### config.mk
export PLATFORM = sky130hd
export DESIGN_NAME = swizzled_texel_address_top
export DESIGN_NICKNAME = d
export VERILOG_FILES = /design/src/sta_pkg.sv /design/src/swizzled_texel_address_top.sv /design/src/sta_cfg_regs.sv /design/src/sta_addr_calc.sv
export SDC_FILE = /design/constraint.sdc
export NUM_CORES = 1
export LEC_CHECK = 0
export BUFFER_PORTS_ARGS = -buffer_cell sky130_fd_sc_hd__buf_2
export CORE_UTILIZATION = 47
export DETAILED_ROUTE_END_ITERATION = 10
export PLACE_DENSITY = 0.7
export SYNTH_ARGS = -nofsm -noshare
export SYNTH_HDL_FRONTEND = slang
export SYNTH_HIERARCHICAL = 1
export SYNTH_SLANG_ARGS = --single-unit
### constraint.sdc
create_clock -name clk -period 5.95 [get_ports clk]
set_input_delay 0.2975 -clock clk [delete_from_list [all_inputs] [get_ports clk]]
set_output_delay 0.2975 -clock clk [all_outputs]
set_load 0.05 [all_outputs]
### src/sta_pkg.sv
// ----------------------------------------------------------------------------
// Swizzled texel address package
// Shared types, register indexes, format codes and block arrangement tables.
// ----------------------------------------------------------------------------
package sta_pkg;

  localparam int MEMORY_BYTES = 4194304;
  localparam int COORD_BITS   = 10;

  localparam int MEM_BITS   = $clog2(MEMORY_BYTES);
  localparam int ADDR_W     = 22;
  localparam int COORD_W    = 10;
  localparam int CUSE_BITS  = (COORD_BITS < COORD_W) ? COORD_BITS : COORD_W;
  localparam int CEXT_W     = 12;
  localparam int FMT_W      = 3;
  localparam int BW_W       = 14;
  localparam int CFG_IDX_W  = 2;
  localparam int PAGE_SHIFT = 13;
  localparam int BLOCK_SHIFT = 8;
  localparam int COLUMN_SHIFT = 6;
  localparam int PROW_W     = CEXT_W - 5;
  localparam int PPR_W      = BW_W - 6;
  localparam int PMUL_W     = PROW_W + PPR_W;
  localparam int PIDX_W     = PMUL_W + 1;
  localparam int SUM_W      = PIDX_W + PAGE_SHIFT + 2;

  localparam logic [FMT_W-1:0] FMT_32 = 3'd0;
  localparam logic [FMT_W-1:0] FMT_24 = 3'd1;
  localparam logic [FMT_W-1:0] FMT_16 = 3'd2;
  localparam logic [FMT_W-1:0] FMT_8  = 3'd3;
  localparam logic [FMT_W-1:0] FMT_4  = 3'd4;

  localparam logic [CFG_IDX_W-1:0] REG_PIXEL_FORMAT  = 2'd0;
  localparam logic [CFG_IDX_W-1:0] REG_BASE_ADDRESS  = 2'd1;
  localparam logic [CFG_IDX_W-1:0] REG_BUFFER_WIDTH  = 2'd2;
  localparam logic [CFG_IDX_W-1:0] REG_SNAPSHOT_BASE = 2'd3;

  localparam logic [4:0] ARR_WIDE [32] = '{
    5'd0,  5'd1,  5'd4,  5'd5,  5'd16, 5'd17, 5'd20, 5'd21,
    5'd2,  5'd3,  5'd6,  5'd7,  5'd18, 5'd19, 5'd22, 5'd23,
    5'd8,  5'd9,  5'd12, 5'd13, 5'd24, 5'd25, 5'd28, 5'd29,
    5'd10, 5'd11, 5'd14, 5'd15, 5'd26, 5'd27, 5'd30, 5'd31
  };

  localparam logic [4:0] ARR_TALL [32] = '{
    5'd0,  5'd2,  5'd8,  5'd10,
    5'd1,  5'd3,  5'd9,  5'd11,
    5'd4,  5'd6,  5'd12, 5'd14,
    5'd5,  5'd7,  5'd13, 5'd15,
    5'd16, 5'd18, 5'd24, 5'd26,
    5'd17, 5'd19, 5'd25, 5'd27,
    5'd20, 5'd22, 5'd28, 5'd30,
    5'd21, 5'd23, 5'd29, 5'd31
  };

  typedef struct packed {
    logic [COORD_W-1:0] texel_x;
    logic [COORD_W-1:0] texel_y;
  } texel_t;

  typedef struct packed {
    logic [ADDR_W-1:0] byte_address;
    logic [ADDR_W-1:0] snapshot_offset;
    logic              upper_nibble;
  } result_t;

  typedef struct packed {
    logic [FMT_W-1:0]  pixel_format;
    logic [ADDR_W-1:0] base_address;
    logic [BW_W-1:0]   buffer_width;
    logic [ADDR_W-1:0] snapshot_base;
  } cfg_t;

endpackage

### src/swizzled_texel_address_top.sv
// ----------------------------------------------------------------------------
// Swizzled texel address generator
//
//   Channel   Signals                          Direction   Payload
//   texel     texel_valid, texel_stall, texel  in          texel_x, texel_y
//   addr      addr_valid, addr_stall, addr     out         address, offset, nibble
//   cfg       cfg_valid, cfg_ready             in          cfg_index, cfg_data
//
// One item is accepted per cycle while texel_stall is low.
// The path is an input register, the address logic and a result register.
// Reset clears the valid flags and all configuration registers.
// The input register keeps accepting while a result waits, until both are full.
// Configuration writes complete in the cycle they are offered.
// ----------------------------------------------------------------------------
module swizzled_texel_address_top (
  input  logic                          clk,
  input  logic                          rst,
  input  logic                          texel_valid,
  output logic                          texel_stall,
  input  sta_pkg::texel_t               texel,
  output logic                          addr_valid,
  input  logic                          addr_stall,
  output sta_pkg::result_t              addr,
  input  logic                          cfg_valid,
  output logic                          cfg_ready,
  input  logic [sta_pkg::CFG_IDX_W-1:0] cfg_index,
  input  logic [sta_pkg::ADDR_W-1:0]    cfg_data
);

  sta_pkg::cfg_t    cfg;
  sta_pkg::texel_t  texel_q;
  sta_pkg::result_t result;
  logic             texel_q_valid;
  logic             advance;
  logic             accept;

  sta_cfg_regs u_cfg_regs (
    .clk       (clk),
    .rst       (rst),
    .cfg_valid (cfg_valid),
    .cfg_ready (cfg_ready),
    .cfg_index (cfg_index),
    .cfg_data  (cfg_data),
    .cfg       (cfg)
  );

  sta_addr_calc u_addr_calc (
    .texel  (texel_q),
    .cfg    (cfg),
    .result (result)
  );

  assign advance     = !addr_valid || !addr_stall;
  assign texel_stall = texel_q_valid && !advance;
  assign accept      = texel_valid && !texel_stall;

  always_ff @(posedge clk) begin
    if (rst) begin
      texel_q_valid <= 1'b0;
      addr_valid    <= 1'b0;
    end else begin
      if (advance) begin
        addr_valid <= texel_q_valid;
      end
      if (advance || !texel_q_valid) begin
        texel_q_valid <= accept;
      end
    end
  end

  always_ff @(posedge clk) begin
    if (accept) begin
      texel_q <= texel;
    end
    if (advance && texel_q_valid) begin
      addr <= result;
    end
  end

endmodule

### src/sta_cfg_regs.sv
// ----------------------------------------------------------------------------
// Configuration registers
// Holds pixel format, base address, buffer width and snapshot base.
// ----------------------------------------------------------------------------
module sta_cfg_regs (
  input  logic                             clk,
  input  logic                             rst,
  input  logic                             cfg_valid,
  output logic                             cfg_ready,
  input  logic [sta_pkg::CFG_IDX_W-1:0]    cfg_index,
  input  logic [sta_pkg::ADDR_W-1:0]       cfg_data,
  output sta_pkg::cfg_t                    cfg
);

  assign cfg_ready = 1'b1;

  always_ff @(posedge clk) begin
    if (rst) begin
      cfg <= '0;
    end else if (cfg_valid) begin
      case (cfg_index)
        sta_pkg::REG_PIXEL_FORMAT: begin
          cfg.pixel_format <= cfg_data[sta_pkg::FMT_W-1:0];
        end
        sta_pkg::REG_BASE_ADDRESS: begin
          cfg.base_address <= cfg_data;
        end
        sta_pkg::REG_BUFFER_WIDTH: begin
          cfg.buffer_width <= cfg_data[sta_pkg::BW_W-1:0];
        end
        sta_pkg::REG_SNAPSHOT_BASE: begin
          cfg.snapshot_base <= cfg_data;
        end
        default: begin
          cfg <= cfg;
        end
      endcase
    end
  end

endmodule

### src/sta_addr_calc.sv
// ----------------------------------------------------------------------------
// Swizzled address calculation
// Splits a texel coordinate into page, block, column and pixel and forms the
// wrapped byte address, the snapshot offset and the nibble select.
// ----------------------------------------------------------------------------
module sta_addr_calc (
  input  sta_pkg::texel_t  texel,
  input  sta_pkg::cfg_t    cfg,
  output sta_pkg::result_t result
);

  logic [sta_pkg::CEXT_W-1:0] x;
  logic [sta_pkg::CEXT_W-1:0] y;

  assign x = sta_pkg::CEXT_W'(texel.texel_x[sta_pkg::CUSE_BITS-1:0]);
  assign y = sta_pkg::CEXT_W'(texel.texel_y[sta_pkg::CUSE_BITS-1:0]);

  always_comb begin
    logic                         fmt_ok;
    logic [4:0]                   blk;
    logic [1:0]                   col;
    logic [5:0]                   inpage;
    logic                         nib;
    logic [sta_pkg::PROW_W-1:0]   page_row;
    logic [sta_pkg::PROW_W-1:0]   page_col;
    logic [sta_pkg::PPR_W-1:0]    ppr;
    logic [sta_pkg::PMUL_W-1:0]   row_pages;
    logic [sta_pkg::PIDX_W-1:0]   page_idx;
    logic [sta_pkg::SUM_W-1:0]    sum;
    logic [sta_pkg::SUM_W-1:0]    diff;
    logic [sta_pkg::MEM_BITS-1:0] addr;
    logic [sta_pkg::MEM_BITS-1:0] offset;

    fmt_ok   = 1'b1;
    nib      = 1'b0;
    blk      = '0;
    col      = '0;
    inpage   = '0;
    page_row = '0;
    page_col = '0;
    ppr      = '0;
    case (cfg.pixel_format)
      sta_pkg::FMT_32, sta_pkg::FMT_24: begin
        blk      = sta_pkg::ARR_WIDE[{y[4:3], x[5:3]}];
        col      = y[2:1];
        inpage   = {y[0], x[2:0], 2'b00};
        page_row = sta_pkg::PROW_W'(y >> 5);
        page_col = sta_pkg::PROW_W'(x >> 6);
        ppr      = sta_pkg::PPR_W'(cfg.buffer_width >> 6);
      end
      sta_pkg::FMT_16: begin
        blk      = sta_pkg::ARR_TALL[{y[5:3], x[5:4]}];
        col      = y[2:1];
        inpage   = {y[0], x[3:0], 1'b0};
        page_row = sta_pkg::PROW_W'(y >> 6);
        page_col = sta_pkg::PROW_W'(x >> 6);
        ppr      = sta_pkg::PPR_W'(cfg.buffer_width >> 6);
      end
      sta_pkg::FMT_8: begin
        blk      = sta_pkg::ARR_WIDE[{y[5:4], x[6:4]}];
        col      = y[3:2];
        inpage   = {y[1:0], x[3:0]};
        page_row = sta_pkg::PROW_W'(y >> 6);
        page_col = sta_pkg::PROW_W'(x >> 7);
        ppr      = sta_pkg::PPR_W'(cfg.buffer_width >> 7);
      end
      sta_pkg::FMT_4: begin
        blk      = sta_pkg::ARR_TALL[{y[6:4], x[6:5]}];
        col      = y[3:2];
        inpage   = {y[1:0], x[4:1]};
        nib      = x[0];
        page_row = sta_pkg::PROW_W'(y >> 7);
        page_col = sta_pkg::PROW_W'(x >> 7);
        ppr      = sta_pkg::PPR_W'(cfg.buffer_width >> 7);
      end
      default: begin
        fmt_ok = 1'b0;
      end
    endcase

    // A zero buffer width means a single page per row.
    if (cfg.buffer_width == '0) begin
      ppr = sta_pkg::PPR_W'(1);
    end

    row_pages = sta_pkg::PMUL_W'(page_row) * sta_pkg::PMUL_W'(ppr);
    page_idx  = sta_pkg::PIDX_W'(row_pages) + sta_pkg::PIDX_W'(page_col);
    sum = (sta_pkg::SUM_W'(page_idx) << sta_pkg::PAGE_SHIFT)
        + (sta_pkg::SUM_W'(blk) << sta_pkg::BLOCK_SHIFT)
        + (sta_pkg::SUM_W'(col) << sta_pkg::COLUMN_SHIFT)
        + sta_pkg::SUM_W'(inpage)
        + sta_pkg::SUM_W'(cfg.base_address);
    addr   = sum[sta_pkg::MEM_BITS-1:0];
    diff   = sta_pkg::SUM_W'(addr) - sta_pkg::SUM_W'(cfg.snapshot_base);
    offset = diff[sta_pkg::MEM_BITS-1:0];

    if (fmt_ok) begin
      result.byte_address    = sta_pkg::ADDR_W'(sta_pkg::SUM_W'(addr));
      result.snapshot_offset = sta_pkg::ADDR_W'(sta_pkg::SUM_W'(offset));
      result.upper_nibble    = nib;
    end else begin
      result = '0;
    end
  end

endmodule
; ---- Word-level counts from Yosys, hierarchy flattened
; Memory sizes are Yosys's and may differ from the RTL's.
; Index checks and enable logic that the tools add are counted.
[classes]
eq_ne = 7
n_bitwise = 4
order_cmp = 4
mux = 16
reduce_logical = 23
addsub = 6
multipliers = 1
[ops]
columns = operator, count
row1 = $mux 5, 8
row2 = $ge 6x6->1 const B, 4
row3 = $not 5->6, 4
row4 = $pmux 6 s4, 1
row5 = $add 22x13->22, 1
row6 = $add 22x22->22, 1
row7 = $add 22x6->22, 1
row8 = $add 22x8->22, 1
row9 = $sub 22x22->22, 1
row10 = $pmux 5 s4, 1
row11 = $pmux 8 s2, 1
row12 = $pmux 5 s3, 1
row13 = $logic_not 14->1, 1
row14 = $reduce_and 2->1, 5
row15 = $add 9x4->9, 1
row16 = $mul 5x8->9, 1
row17 = $mux 8, 1
row18 = $pmux 4 s2, 1
row19 = $eq 3x2->1 const B, 2
row20 = $reduce_or 2->1, 3
row21 = $logic_not 1->1, 5
row22 = $reduce_or 5->1, 1
row23 = $eq 2x2->1 const B, 2
row24 = $pmux 2 s2, 1
row25 = 9 further kinds, 12
[totals]
mem_bits_ro = 640
n_memories = 4
out_inout_bits = 48
elab_cells = 76
reg_bits = 128
inputBits = 49
[mem_list]
columns = name, words, width, rd, rd_ports_with_merged_regs, write_ports, line
row1 = (name not given), 32, 5, 1, 0, 0, sta_addr_calc.sv:60  ; blk = sta_pkg::ARR_WIDE[{y[5:4], x[6:4]}];
row2 = (name not given), 32, 5, 1, 0, 0, sta_addr_calc.sv:68  ; blk = sta_pkg::ARR_TALL[{y[6:4], x[6:5]}];
row3 = (name not given), 32, 5, 1, 0, 0, sta_addr_calc.sv:44  ; blk = sta_pkg::ARR_WIDE[{y[4:3], x[5:3]}];
row4 = (name not given), 32, 5, 1, 0, 0, sta_addr_calc.sv:52  ; blk = sta_pkg::ARR_TALL[{y[5:3], x[5:4]}];

; ---- Logic depth before layout (Yosys ltp)
; Gate-level depths: netlist of run 1.
[depth]
depth_word = 11
depth_mapped = 28

; ---- Cells and area by module
; The synthesis of run 1 kept the hierarchy.
[by_module_without_submodules]
columns = mod, cells_each, seq_area_each_um2, area_each_um2, n_inst
row1 = sta_addr_calc, 547, 0.0, 3916.3, 1
row2 = sta_cfg_regs, 229, 1221.2, 2492.4, 1
row3 = swizzled_texel_address_top, 75, 1991.9, 2038.2, 1

; ---- Least setup slack after synthesis of run 1
; No wires, ideal clock.
[synth_timing]
path_type = reg2reg
start = register, netlist name u_cfg_regs/cfg[60]
end = register addr[22] (netlist bit), data pin
path_stages_with_launch = 25
period_less_slack_ps = 6256
path_slack_ps = -306
arrival_time_ps = 6117
setup_time_ps = 140
cell_sequence = dfxtp_1 > buf_6 > clkbuf_1 > nor2_1 > buf_1 > nor2_1 > a22oi_1 > or2_2 > fa_1 > fa_1 > fa_1 > inv_1 > ha_1 > a21oi_1 > xnor2_1 > ha_1 > and2_1 > a31o_2 > a41oi_1 > mux2i_1 > nand4_1 > ha_1 > o41ai_2 > xor3_1 > nor2_1
[synth_via]
elab_chain_cells = 11
elab_cells_between_ends = 25
[synth_lines]
columns = element, line
row1 = "$eq 3x1->1, or another cell as far along", sta_addr_calc.sv:42  ; case (cfg.pixel_format)
row2 = $reduce_or 3->1 (no line) / $reduce_or 2->1 (equally long branches), n/a
row3 = $pmux 8 s2, sta_addr_calc.sv:42
row4 = $mux 8, sta_addr_calc.sv:82  ; if (cfg.buffer_width == '0) begin
row5 = $mul 5x8->9, sta_addr_calc.sv:86  ; row_pages = sta_pkg::PMUL_W'(page_row) * sta_pkg::PMUL_W'(ppr);
row6 = $add 9x4->9, sta_addr_calc.sv:87  ; page_idx = sta_pkg::PIDX_W'(row_pages) + sta_pkg::PIDX_W'(page_col);
row7 = $add 22x13->22, sta_addr_calc.sv:89  ; + (sta_pkg::SUM_W'(blk) << sta_pkg::BLOCK_SHIFT)
row8 = $add 22x8->22, sta_addr_calc.sv:90  ; + (sta_pkg::SUM_W'(col) << sta_pkg::COLUMN_SHIFT)
row9 = $add 22x6->22, sta_addr_calc.sv:91  ; + sta_pkg::SUM_W'(inpage)
row10 = $add 22x22->22, sta_addr_calc.sv:92  ; + sta_pkg::SUM_W'(cfg.base_address);
row11 = $sub 22x22->22, sta_addr_calc.sv:94  ; diff = sta_pkg::SUM_W'(addr) - sta_pkg::SUM_W'(cfg.snapshot_base);
row12 = "end signal, assigned", swizzled_texel_address_top.sv:76  ; addr <= result;
row13 = "end, declared", swizzled_texel_address_top.sv:23  ; output sta_pkg::result_t addr,
; Several ways; a longest one is shown, not always the timed one.
; A chain may end at the register's enable or synchronous reset.

; ---- Final worst setup path of run 1
[layout_timing]
start = register, netlist name u_cfg_regs/cfg[59]
end = register addr[22] (netlist bit), data pin
[layout_via]
elab_chain_cells = 11
elab_cells_between_ends = 25
[layout_lines]
columns = element, line
row1 = "$eq 3x1->1, or another cell as far along", sta_addr_calc.sv:42
row2 = $reduce_or 3->1 (no line) / $reduce_or 2->1 (equally long branches), n/a
row3 = $pmux 8 s2, sta_addr_calc.sv:42
row4 = $mux 8, sta_addr_calc.sv:82
row5 = $mul 5x8->9, sta_addr_calc.sv:86
row6 = $add 9x4->9, sta_addr_calc.sv:87
row7 = $add 22x13->22, sta_addr_calc.sv:89
row8 = $add 22x8->22, sta_addr_calc.sv:90
row9 = $add 22x6->22, sta_addr_calc.sv:91
row10 = $add 22x22->22, sta_addr_calc.sv:92
row11 = $sub 22x22->22, sta_addr_calc.sv:94
; Several ways; a longest one is shown, not always the timed one.

==> results of run 1 <==
-- worst min path at each step --
stage	to	depth (start not counted)
6_report	texel_q[13]	1
5_1_grt	texel_q[8]	1
4_1_cts	texel_q[17]	1
3_5_place_dp	u_cfg_regs/cfg[49]	2
3_3_place_gp	u_cfg_regs/cfg[27]	2
2_1_floorplan	texel_q_valid	1
-- cell type report --
cell class | count | area [µm²] | share of cell area (%)
multi-input combinational | 623 | 4870 | 49.3
clock buffer | 25 | 485 | 4.92
timing repair buffer | 123 | 686 | 6.94
tap | 225 | 282 | 2.85
clock inverter | 7 | 88.8 | 0.900
sequential | 128 | 3210 | 32.6
inverter | 67 | 251 | 2.55
-- repair_timing --
item                                    4_1_cts  5_1_grt
resized for setup                             1       17
buffers inserted                              0        0
pin swaps                                     0        0
endpoints found under the setup margin        1        3
-- synthesized netlist by cell type, drive strengths merged (5+ instances only) --
library cell / count / area (µm²)
a21o: 11 / 83.8
a21oi: 45 / 229
xnor2: 23 / 201
and2: 19 / 121
fa: 19 / 380
clkbuf: 17 / 63.8
nand2: 16 / 60.1
inv: 67 / 251
mux2i: 75 / 751
nand2b: 91 / 569
o21ai: 29 / 145
dfxtp: 63 / 1260
nor2b: 17 / 114
nand3: 8 / 50.1
nor3: 10 / 50.1
edfxtp: 65 / 1950
buf: 16 / 125
o21bai: 5 / 37.5
ha: 58 / 726
a211oi: 7 / 57.6
o22ai: 8 / 50.1
nor2: 79 / 302
xor2: 16 / 140
a22oi: 8 / 60.1
and3: 8 / 50.1
o21a: 10 / 76.3
-- power breakdown --
group	internal [W]	leakage (nW)	switching, W	total (W)
sequential	0.00105	1.13	0.0000264	0.00107
clock	0.000647	0.285	0.000368	0.00101
combinational	0.000421	2.92	0.000671	0.00109
-- sequential cells by signal, summed over array words and instances, names as in the netlist --
register / flops
addr_valid: 1
texel_q_valid: 1
addr: 45
u_cfg_regs/cfg: 61
texel_q: 20
-- stage by stage --
stage	total power [W]	instances	hold slack, ps
2_1_floorplan	0.00193	851	360
3_3_place_gp	0.00214	1166	462
3_5_place_dp	0.00216	1166	467
4_1_cts	0.00319	1198	33.8
5_1_grt	0.00335	1198	25.3
6_report	0.00318	1198	50.7
-- cells by family (layout without fill, tap and decap cells) --
logic type      after synthesis  count (layout)  synth area share [%]
compound gates              155             155                  12.1
mux                          77              77                  9.15
simple gates                271             271                  17.5
other cells                   1               1                0.0444
xor+xnor                     42              42                  4.87
fa+ha+maj                    77              77                  13.1
buf+inv                     100             222                  5.21
flops                       128             128                  38.0
-- routing by layer --
metal  track usage [%]  wire, µm  vias to the layer above
met5                 0         0                        -
met4              7.53       270                        0
met3              4.47       895                       23
met2              32.2      8310                      158
met1              30.3      9360                     2918
li1                  -         -                     3193
==> metrics.cfg, run 1 <==
[sta]
setup_ws_ps = 190
clock_skew_ps = 10.7
timing.fmax_mhz = 174
tightest_slew_ps = 1120
rsz0062_at_grt = true
maxSlewViolCount = 0
relSlewSlack_pct = 25.0
tns_ps = 0
post-route-period-util_pct = 96.8
report.final.setup_viol = 0
hold_viol = 0
period_minus_slack_ps = 5760

[drt]
drt_iter0_markers = 409
first_pass_iters = 5
wl_per_cell_um = 15.7
antenna_left = 0
dr_total_vias = 6292
drcViolationCount = 0
avgViaCountPerCell = 5.25
wl_um = 18800

[finish]
final_common_cell = buf_2
fin_util_pct = 56.7
nNetsFinal = 1086
drive_gt1_share_pct = 19.5
finish.instance_area_um2 = 9870
final_cell_mix = buf_2 (95), nand2b_1 (91), mux2i_1 (75)
areaGrowthSynthToFinish_pct = 16.9
fillCellCount = 1578
diodes = 0

[critical_path]
crit_end = addr[22]
worstPathMaxFanout = 11
crit_arrival_ps = 6040
crit_path_end_kind = register
cp_top_family = adder cells
required_ps = 6230
critPathLaunch = u_cfg_regs/cfg[59]
cp_slowest_cell = fa_1
path_depth = 24
startpoint_type = register
r2r_slack_ps = 190
path_cells = buf_4, nor2_2, nor2_2, nor2_2, a22oi_1, or2_2, fa_1, fa_1, fa_1, inv_1, ha_1, nor2b_1, o21ai_0, and3_1, nor2_1, ha_1, or3b_2, nand4_1, ha_2, nor2_1, nor2_1, o41ai_2, xor3_1, nor2_1
reg2reg_depth = 24
reg2reg_from = u_cfg_regs/cfg[59]
critPathKind = register to register
crit_top_cell = nor2_1
crit_path_max_incr_delay_ps = 540
critPathBufInv = 2
rr_endpoint = addr[22]

[pwr]
leakage_nw = 4.34
ir_drop_mv = 0.220
powerDensity_nw_per_um2 = 322

[logic_synthesis]
ys_types = 71
synth.avg_cell_area_um2 = 9.93
synth_enable_flop_cells = 65
synth_ff_type = edfxtp_1
async_reset_ff_share_pct = 0
postSynthCellCount = 851
synth.net_count = 977
synth_area_um2 = 8450
synth.yosys.warnings = 6
yosysSeqAreaShare_pct = 38.0
synth_seq_cells = 128

[min_path]
hp-class = input pin to register
hp-start = texel[13]

[placed_design]
place.gp.congestion = 0.931
place_area_um2 = 9240
io_buffers = 95
hpwl_um = 14200
post-place-ws_ps = 85.5

[cts]
cts_made_buffers = 17
cts_hold_buf = 0
cts_root_buf = clkbuf_16
htree_levels = 4
clock-sinks = 128
cts_buffer_depth = 2
clkSlewWorstSetupHoldPaths_ps = 60
clkLatencyLatePin_ps = 420
tritoncts = yes

[run]
drv_cap = 0

[floorplanning]
initial_core_util_pct = 48.5
dieArea_um2 = 18500
rows = 48
io_pins = 97
die_y_um = 136
core_um2 = 17400
fp.dieW_um = 136

[global_route]
grt_pass1_vias = 5934
antenna_found_initial = 0
gr-total-overflow = 0
grt_usage_pct = 21.4
grt_max_degree = 86
grt_pass1_wl_um = 30100

[outcome]
status = completed

(Power assumes the default switching activity.)
==> run 2: changes to the inputs <==
==> constraint.sdc (replaced) <==
create_clock -name clk -period 5.1 [get_ports clk]
set_input_delay 0.255 -clock clk [delete_from_list [all_inputs] [get_ports clk]]
set_output_delay 0.255 -clock clk [all_outputs]
set_load 0.05 [all_outputs]
==> run 2 against run 1 <==
The flow now finishes with violations (setup timing); utilization rose by 4.6 points; via count up 4.7%; flip-flop and latch count is the same; register-to-register slack got worse by 600 ps; sequential power grew 17%; clock-buffer cell count shrank 5; final cell count up 6.8%; combinational power is 38% higher; hold slack got worse by 37 ps; routed wire length rose by 4.4%; design area is 8.0% higher; critical path depth unchanged; critical endpoint unchanged; highest routed layer unchanged.
==> metrics.cfg, run 2 (synthesis results as in run 1) <==
[placed_design]
io_buffers = 95  ; unchanged
post-place-cells = 1214  ; +4.1%
hpwl_um = 14500  ; +2.4%
place_area_um2 = 9740  ; +5.3%
place.gp.congestion = 0.910  ; -2.3%
post-place-ws_ps = -418  ; -503 ps

[cts]
clkSlewWorstSetupHoldPaths_ps = 60  ; about the same
cts_buffer_depth = 2  ; unchanged
htree_levels = 4  ; unchanged
clkLatencyLatePin_ps = 430  ; about the same
cts_root_buf = clkbuf_16
tritoncts = yes
clock-sinks = 128  ; unchanged
cts_made_buffers = 17  ; unchanged

[global_route]
grt_usage_pct = 22.5  ; +1.0 points
grt_pass1_vias = 6479  ; +9.2%
antenna_found_initial = 0  ; unchanged
grt_max_degree = 86  ; unchanged
gr-total-overflow = 0  ; unchanged
grt_pass1_wl_um = 31900  ; +6.3%

[finish]
areaGrowthSynthToFinish_pct = 26.3
drive_gt1_share_pct = 26.5  ; +6.9 points
final-instance-count-excl-fill = 1279  ; +6.8%
top_regs = u_cfg_regs/cfg (61), addr (45), texel_q (20)
diodes = 0  ; unchanged
nNetsFinal = 1167  ; +7.5%
finish.instance_area_um2 = 10700  ; +8.0%
final_cell_mix = buf_2 (95), nand2b_1 (91), buf_4 (86)
largest_reg_flops = 61  ; unchanged
regArea_um2 = 3220  ; about the same
multi_input_area_um2 = 5010  ; +3.0%
fillCellCount = 1476  ; -6.5%
final_common_cell = buf_2
top_register = u_cfg_regs/cfg

[drt]
drcViolationCount = 0  ; unchanged
first_pass_iters = 5  ; unchanged
antenna_left = 0  ; unchanged
drt_iter0_markers = 318  ; -22%
dr_total_vias = 6588  ; +4.7%
wl_per_cell_um = 15.4  ; -2.2%
wl_um = 19700  ; +4.4%
avgViaCountPerCell = 5.15  ; -1.9%

[sta]
clock_skew_ps = 10.3  ; -0.400 ps
relSlewSlack_pct = 26.4  ; +1.4 points
maxSlewViolCount = 0  ; unchanged
hold_viol = 0  ; unchanged
rsz0062_at_grt = true
tns_ps = -1180  ; -1180 ps
report.final.setup_viol = 4  ; +4
period_minus_slack_ps = 5510  ; -253 ps
timing.fmax_mhz = 182  ; +4.6%
post-route-period-util_pct = 108  ; +11 points
setup_ws_ps = -407  ; -597 ps
tightest_slew_ps = 1100  ; -21.3 ps

[floorplanning]
dieArea_um2 = 18500  ; unchanged
rows = 48  ; unchanged
core_um2 = 17400  ; unchanged
fp.dieW_um = 136  ; unchanged
io_pins = 97  ; unchanged
initial_core_util_pct = 48.5  ; unchanged
die_y_um = 136  ; unchanged

[run]
drv_cap = 0  ; unchanged

[outcome]
status = finished with violations
violations = setup timing

[pwr]
ir_drop_mv = 0.285  ; +30%
leakage_nw = 4.73  ; +9.0%
p_total_w = 0.00388  ; +22%
powerDensity_nw_per_um2 = 364  ; +13%

[critical_path]
startpoint_type = register
worstPathMaxFanout = 7  ; -4
required_ps = 5270  ; -960 ps
critPathKind = register to register
crit_path_end_kind = register
crit_arrival_ps = 5670  ; -370 ps

[min_path]
hp-class = input pin to register

-- run 2: cell types whose count changed in the layout (fill, tap and decap cells not counted), moves of 3 or more --
| cell | previous run | this run |
|---|---|---|
| a21oi_1 | 42 | 38 |
| a22oi_2 | 1 | 4 |
| clkinv_4 | 1 | 4 |
| a22oi_1 | 7 | 4 |
| clkbuf_1 | 5 | 1 |
| or2_4 | 0 | 3 |
| buf_6 | 0 | 4 |
| o21ai_0 | 19 | 16 |
| ha_4 | 0 | 4 |
| ha_1 | 57 | 53 |
| dlygate4sd3_1 | 0 | 19 |
| buf_4 | 28 | 86 |
| a21oi_2 | 3 | 7 |
| or2_2 | 4 | 1 |
-- run 2: what timing repair did --
item	in CTS	in global routing
gates resized for setup	10	17
hold endpoints to repair	18	1
hold buffers	18	1
pin swaps	6	12
endpoints found under the setup margin	4	7
buffers inserted	6	8
-- run 2: area by class of cell --
| cell class | count | area share, % |
|---|---|---|
| multi-input combinational | 623 | 47.0 |
| sequential | 128 | 30.2 |
| timing repair buffer | 204 | 12.7 |
| clock buffer | 20 | 4.39 |
| tap | 225 | 2.64 |
| inverter | 67 | 2.36 |
| clock inverter | 12 | 0.774 |
-- run 2: per-stage QoR --
step / hold slack [ps] / util, %
after global routing: 0.775 / 61.3
after CTS: 3.50 / 60.5
after detailed placement: 433 / 55.9
after floorplan: 317 / -
final: 13.8 / 61.3
after global placement: 431 / 55.9
-- run 2: worst max-delay path, cell delays in order (launching register included) --
cell and delay, ps:
dfxtp_2 340, inv_1 250, nor2_4 90, nor2_4 150, a22oi_2 100, or2_4 270
fa_1 510, fa_1 430, fa_1 500, inv_2 50, ha_4 210, a21oi_2 170
xnor2_1 90, ha_1 310, and2_4 170, a31o_4 200, a41oi_2 160, mux2i_1 250
nand4_1 170, ha_4 320, nor2_1 40, nor2_1 110, o41ai_2 100, xor3_1 200
nor2_1 40
-- run 2: path summary, 6_finish.rpt --
| kind | cells past startpoint | startpoint | slack (ps) | to |
|---|---|---|---|---|
| min | 1 | texel[0] | 10 | texel_q[0] |
| max | 24 | u_cfg_regs/cfg[60] | -410 | addr[22] |
| min reg2reg | 2 | u_cfg_regs/cfg[18] | 470 | u_cfg_regs/cfg[18] |
| max reg2reg | 24 | u_cfg_regs/cfg[60] | -410 | addr[22] |
-- run 2: per-layer routing --
metal	routed length (µm)	up-vias	global-route usage [%]
li1	-	3346	-
met1	9290	3068	29.8
met2	9190	155	36.7
met3	903	19	4.47
met4	278	0	7.04
met5	0	-	0
-- run 2: power breakdown --
group | internal, W | switching (W) | leakage, nW
combinational | 0.000651 | 0.000845 | 3.32
clock | 0.000662 | 0.000469 | 0.275
sequential | 0.00122 | 0.0000297 | 1.13
total | 0.00253 | 0.00134 | 4.73
==> run 3: changes to the inputs <==
--- a/config.mk
+++ b/config.mk
@@ -8,7 +8,7 @@
 export BUFFER_PORTS_ARGS = -buffer_cell sky130_fd_sc_hd__buf_2
 export CORE_UTILIZATION = 47
 export DETAILED_ROUTE_END_ITERATION = 10
-export PLACE_DENSITY = 0.7
+export PLACE_DENSITY_LB_ADDON = 0.1
 export SYNTH_ARGS = -nofsm -noshare
 export SYNTH_HDL_FRONTEND = slang
 export SYNTH_HIERARCHICAL = 1
==> run 3 against run 2 <==
The run still ends with setup timing left; maximum frequency shrank 1.2%; worst setup slack lost 69 ps; critical path depth shrank 1; design area grew 2.4%; clock power grew 6%; via count grew 0.99%; clock-buffer cell count shrank 3; flip-flop and latch count is the same; final cell count grew 0.94%; critical endpoint is now addr[21]; largest cell class unchanged.
==> metrics.cfg, run 3 (synthesis results as in run 1) <==
[min_path]
hp-class = input pin to register
hp-start = texel[19]

[cts]
clkSlewWorstSetupHoldPaths_ps = 60  ; about the same
clkLatencyLatePin_ps = 420  ; about the same
cts_made_buffers = 17  ; unchanged
tritoncts = yes
htree_levels = 4  ; unchanged
cts_buffer_depth = 2  ; unchanged
clock-sinks = 128  ; unchanged
cts_root_buf = clkbuf_16

[placed_design]
io_buffers = 95  ; unchanged
place.gp.congestion = 0.874  ; -4.0%
hpwl_um = 15000  ; +2.9%

[floorplanning]
initial_core_util_pct = 48.5  ; unchanged
die_y_um = 136  ; unchanged
rows = 48  ; unchanged
dieArea_um2 = 18500  ; unchanged
io_pins = 97  ; unchanged
fp.dieW_um = 136  ; unchanged
core_um2 = 17400  ; unchanged

[drt]
dr_total_vias = 6653  ; +0.99%
first_pass_iters = 6  ; +1
wl_per_cell_um = 15.8  ; +2.7%
drt_iter0_markers = 333  ; +4.7%
avgViaCountPerCell = 5.15  ; about the same
drcViolationCount = 0  ; unchanged
wl_um = 20400  ; +3.6%
antenna_left = 0  ; unchanged

[sta]
whs_ps = 12.8  ; -0.972 ps
post-route-period-util_pct = 109  ; +1.3 points
period_minus_slack_ps = 5580  ; +68.7 ps
clock_skew_ps = 8.85  ; -1.45 ps
hold_viol = 0  ; unchanged
rsz0062_at_grt = true
report.final.setup_viol = 5  ; +1
timing.fmax_mhz = 179  ; -1.2%
relSlewSlack_pct = 22.8  ; -3.6 points
tightest_slew_ps = 1160  ; +54.3 ps
tns_ps = -1360  ; -179 ps
setup_ws_ps = -475  ; -68.7 ps
maxSlewViolCount = 0  ; unchanged

[outcome]
violations = setup timing
status = finished with violations

[finish]
fin_util_pct = 62.7  ; +1.5 points
areaGrowthSynthToFinish_pct = 29.3
nNetsFinal = 1179  ; +1.0%
top_regs = u_cfg_regs/cfg (61), addr (45), texel_q (20)
final_cell_mix = buf_4 (97), buf_2 (95), nand2b_1 (91)
diodes = 0  ; unchanged
final_common_cell = buf_4
top_register = u_cfg_regs/cfg
largest_reg_flops = 61  ; unchanged
drive_gt1_share_pct = 28.9  ; +2.4 points
fillCellCount = 1475  ; -0.068%

[critical_path]
required_ps = 5370  ; +100 ps
critPathKind = register to register
path_cells = and2_4, nor2_4, buf_12, nor2_4, a22oi_2, or2_4, fa_1, fa_1, fa_1, inv_2, ha_4, a21oi_4, xnor2_1, ha_1, and2_4, buf_4, a311o_1, xor2_2, ha_1, o21a_1, nor2_1, or4_1, o21ai_1
cp_top_family = adder cells
crit_path_max_incr_delay_ps = 520  ; about the same
startpoint_type = register
critPathBufInv = 3  ; +1
crit_path_end_kind = register
crit_top_cell = fa_1
critPathLaunch = u_cfg_regs/cfg[58]
worstPathMaxFanout = 7  ; unchanged
reg2reg_from = u_cfg_regs/cfg[58]
cp_slowest_cell = fa_1
crit_arrival_ps = 5840  ; +170 ps

[global_route]
grt_usage_pct = 23.2  ; +0.70 points
grt_max_degree = 86  ; unchanged
gr-total-overflow = 0  ; unchanged
grt_pass1_wl_um = 32900  ; +2.9%
antenna_found_initial = 0  ; unchanged
grt_pass1_vias = 6480  ; +0.015%

[pwr]
leakage_nw = 4.83  ; +2.1%
powerDensity_nw_per_um2 = 371  ; +2.1%
ir_drop_mv = 0.299  ; +5.1%

[run]
drv_cap = 0  ; unchanged

## run 3: cell types whose count changed in the layout (fill, tap and decap cells not counted), moves of 3 or more
cell,before,now
a31oi_1,4,1
a21oi_1,38,35
xnor2_2,0,3
xnor2_1,23,20
buf_4,86,97
inv_6,1,6
clkinv_2,5,0
## run 3: final timing paths
path | to | slack [ps] | cells past startpoint
worst max-delay path | addr[21] | -480 | 23
worst min register to register | u_cfg_regs/cfg[15] | 480 | 2
worst max register to register | addr[21] | -480 | 23
worst min-delay path | texel_q[19] | 10 | 1
## run 3: routing by layer
layer,wire [µm],track usage [%]
met5,0,0
met4,303,7.16
met3,839,3.65
met2,9700,38.4
met1,9530,30.8
## run 3: power breakdown
group / internal [W] / switching (W) / leakage, nW
sequential: 0.00122 / 0.0000311 / 1.13
clock: 0.000686 / 0.000509 / 0.277
combinational: 0.000722 / 0.000887 / 3.42
## run 3: stage by stage
step                      worst slack, ps  std cells  power [W]  cell area [µm²]
after global placement               -408       1227    0.00270             9830
after detailed placement             -452       1227    0.00272             9830
after floorplan                      -430        851    0.00229             8600
after CTS                            -375       1290    0.00404            10800
final                                -475       1291    0.00406            10900
after global routing                 -696       1291    0.00428            10900
## run 3: what timing repair did
item | CTS | global route
resized for setup | 28 | 21
hold buffers | 18 | 0
buffers inserted | 13 | 6
pin swaps | 18 | 11
cloned | 0 | 0
endpoints found under the hold margin | 18 | 0
setup endpoints to repair | 5 | 9
## run 3: final cells by class
| cell class | count | area [µm²] | share of cell area, % |
|---|---|---|---|
| Multi-Input combinational cell | 623 | 5130 | 47.0 |
| Inverter | 67 | 251 | 2.30 |
| Clock inverter | 15 | 150 | 1.37 |
| Clock buffer | 17 | 425 | 3.90 |
| Tap cell | 225 | 282 | 2.58 |
| Timing Repair Buffer | 216 | 1460 | 13.4 |
| Sequential cell | 128 | 3220 | 29.5 |
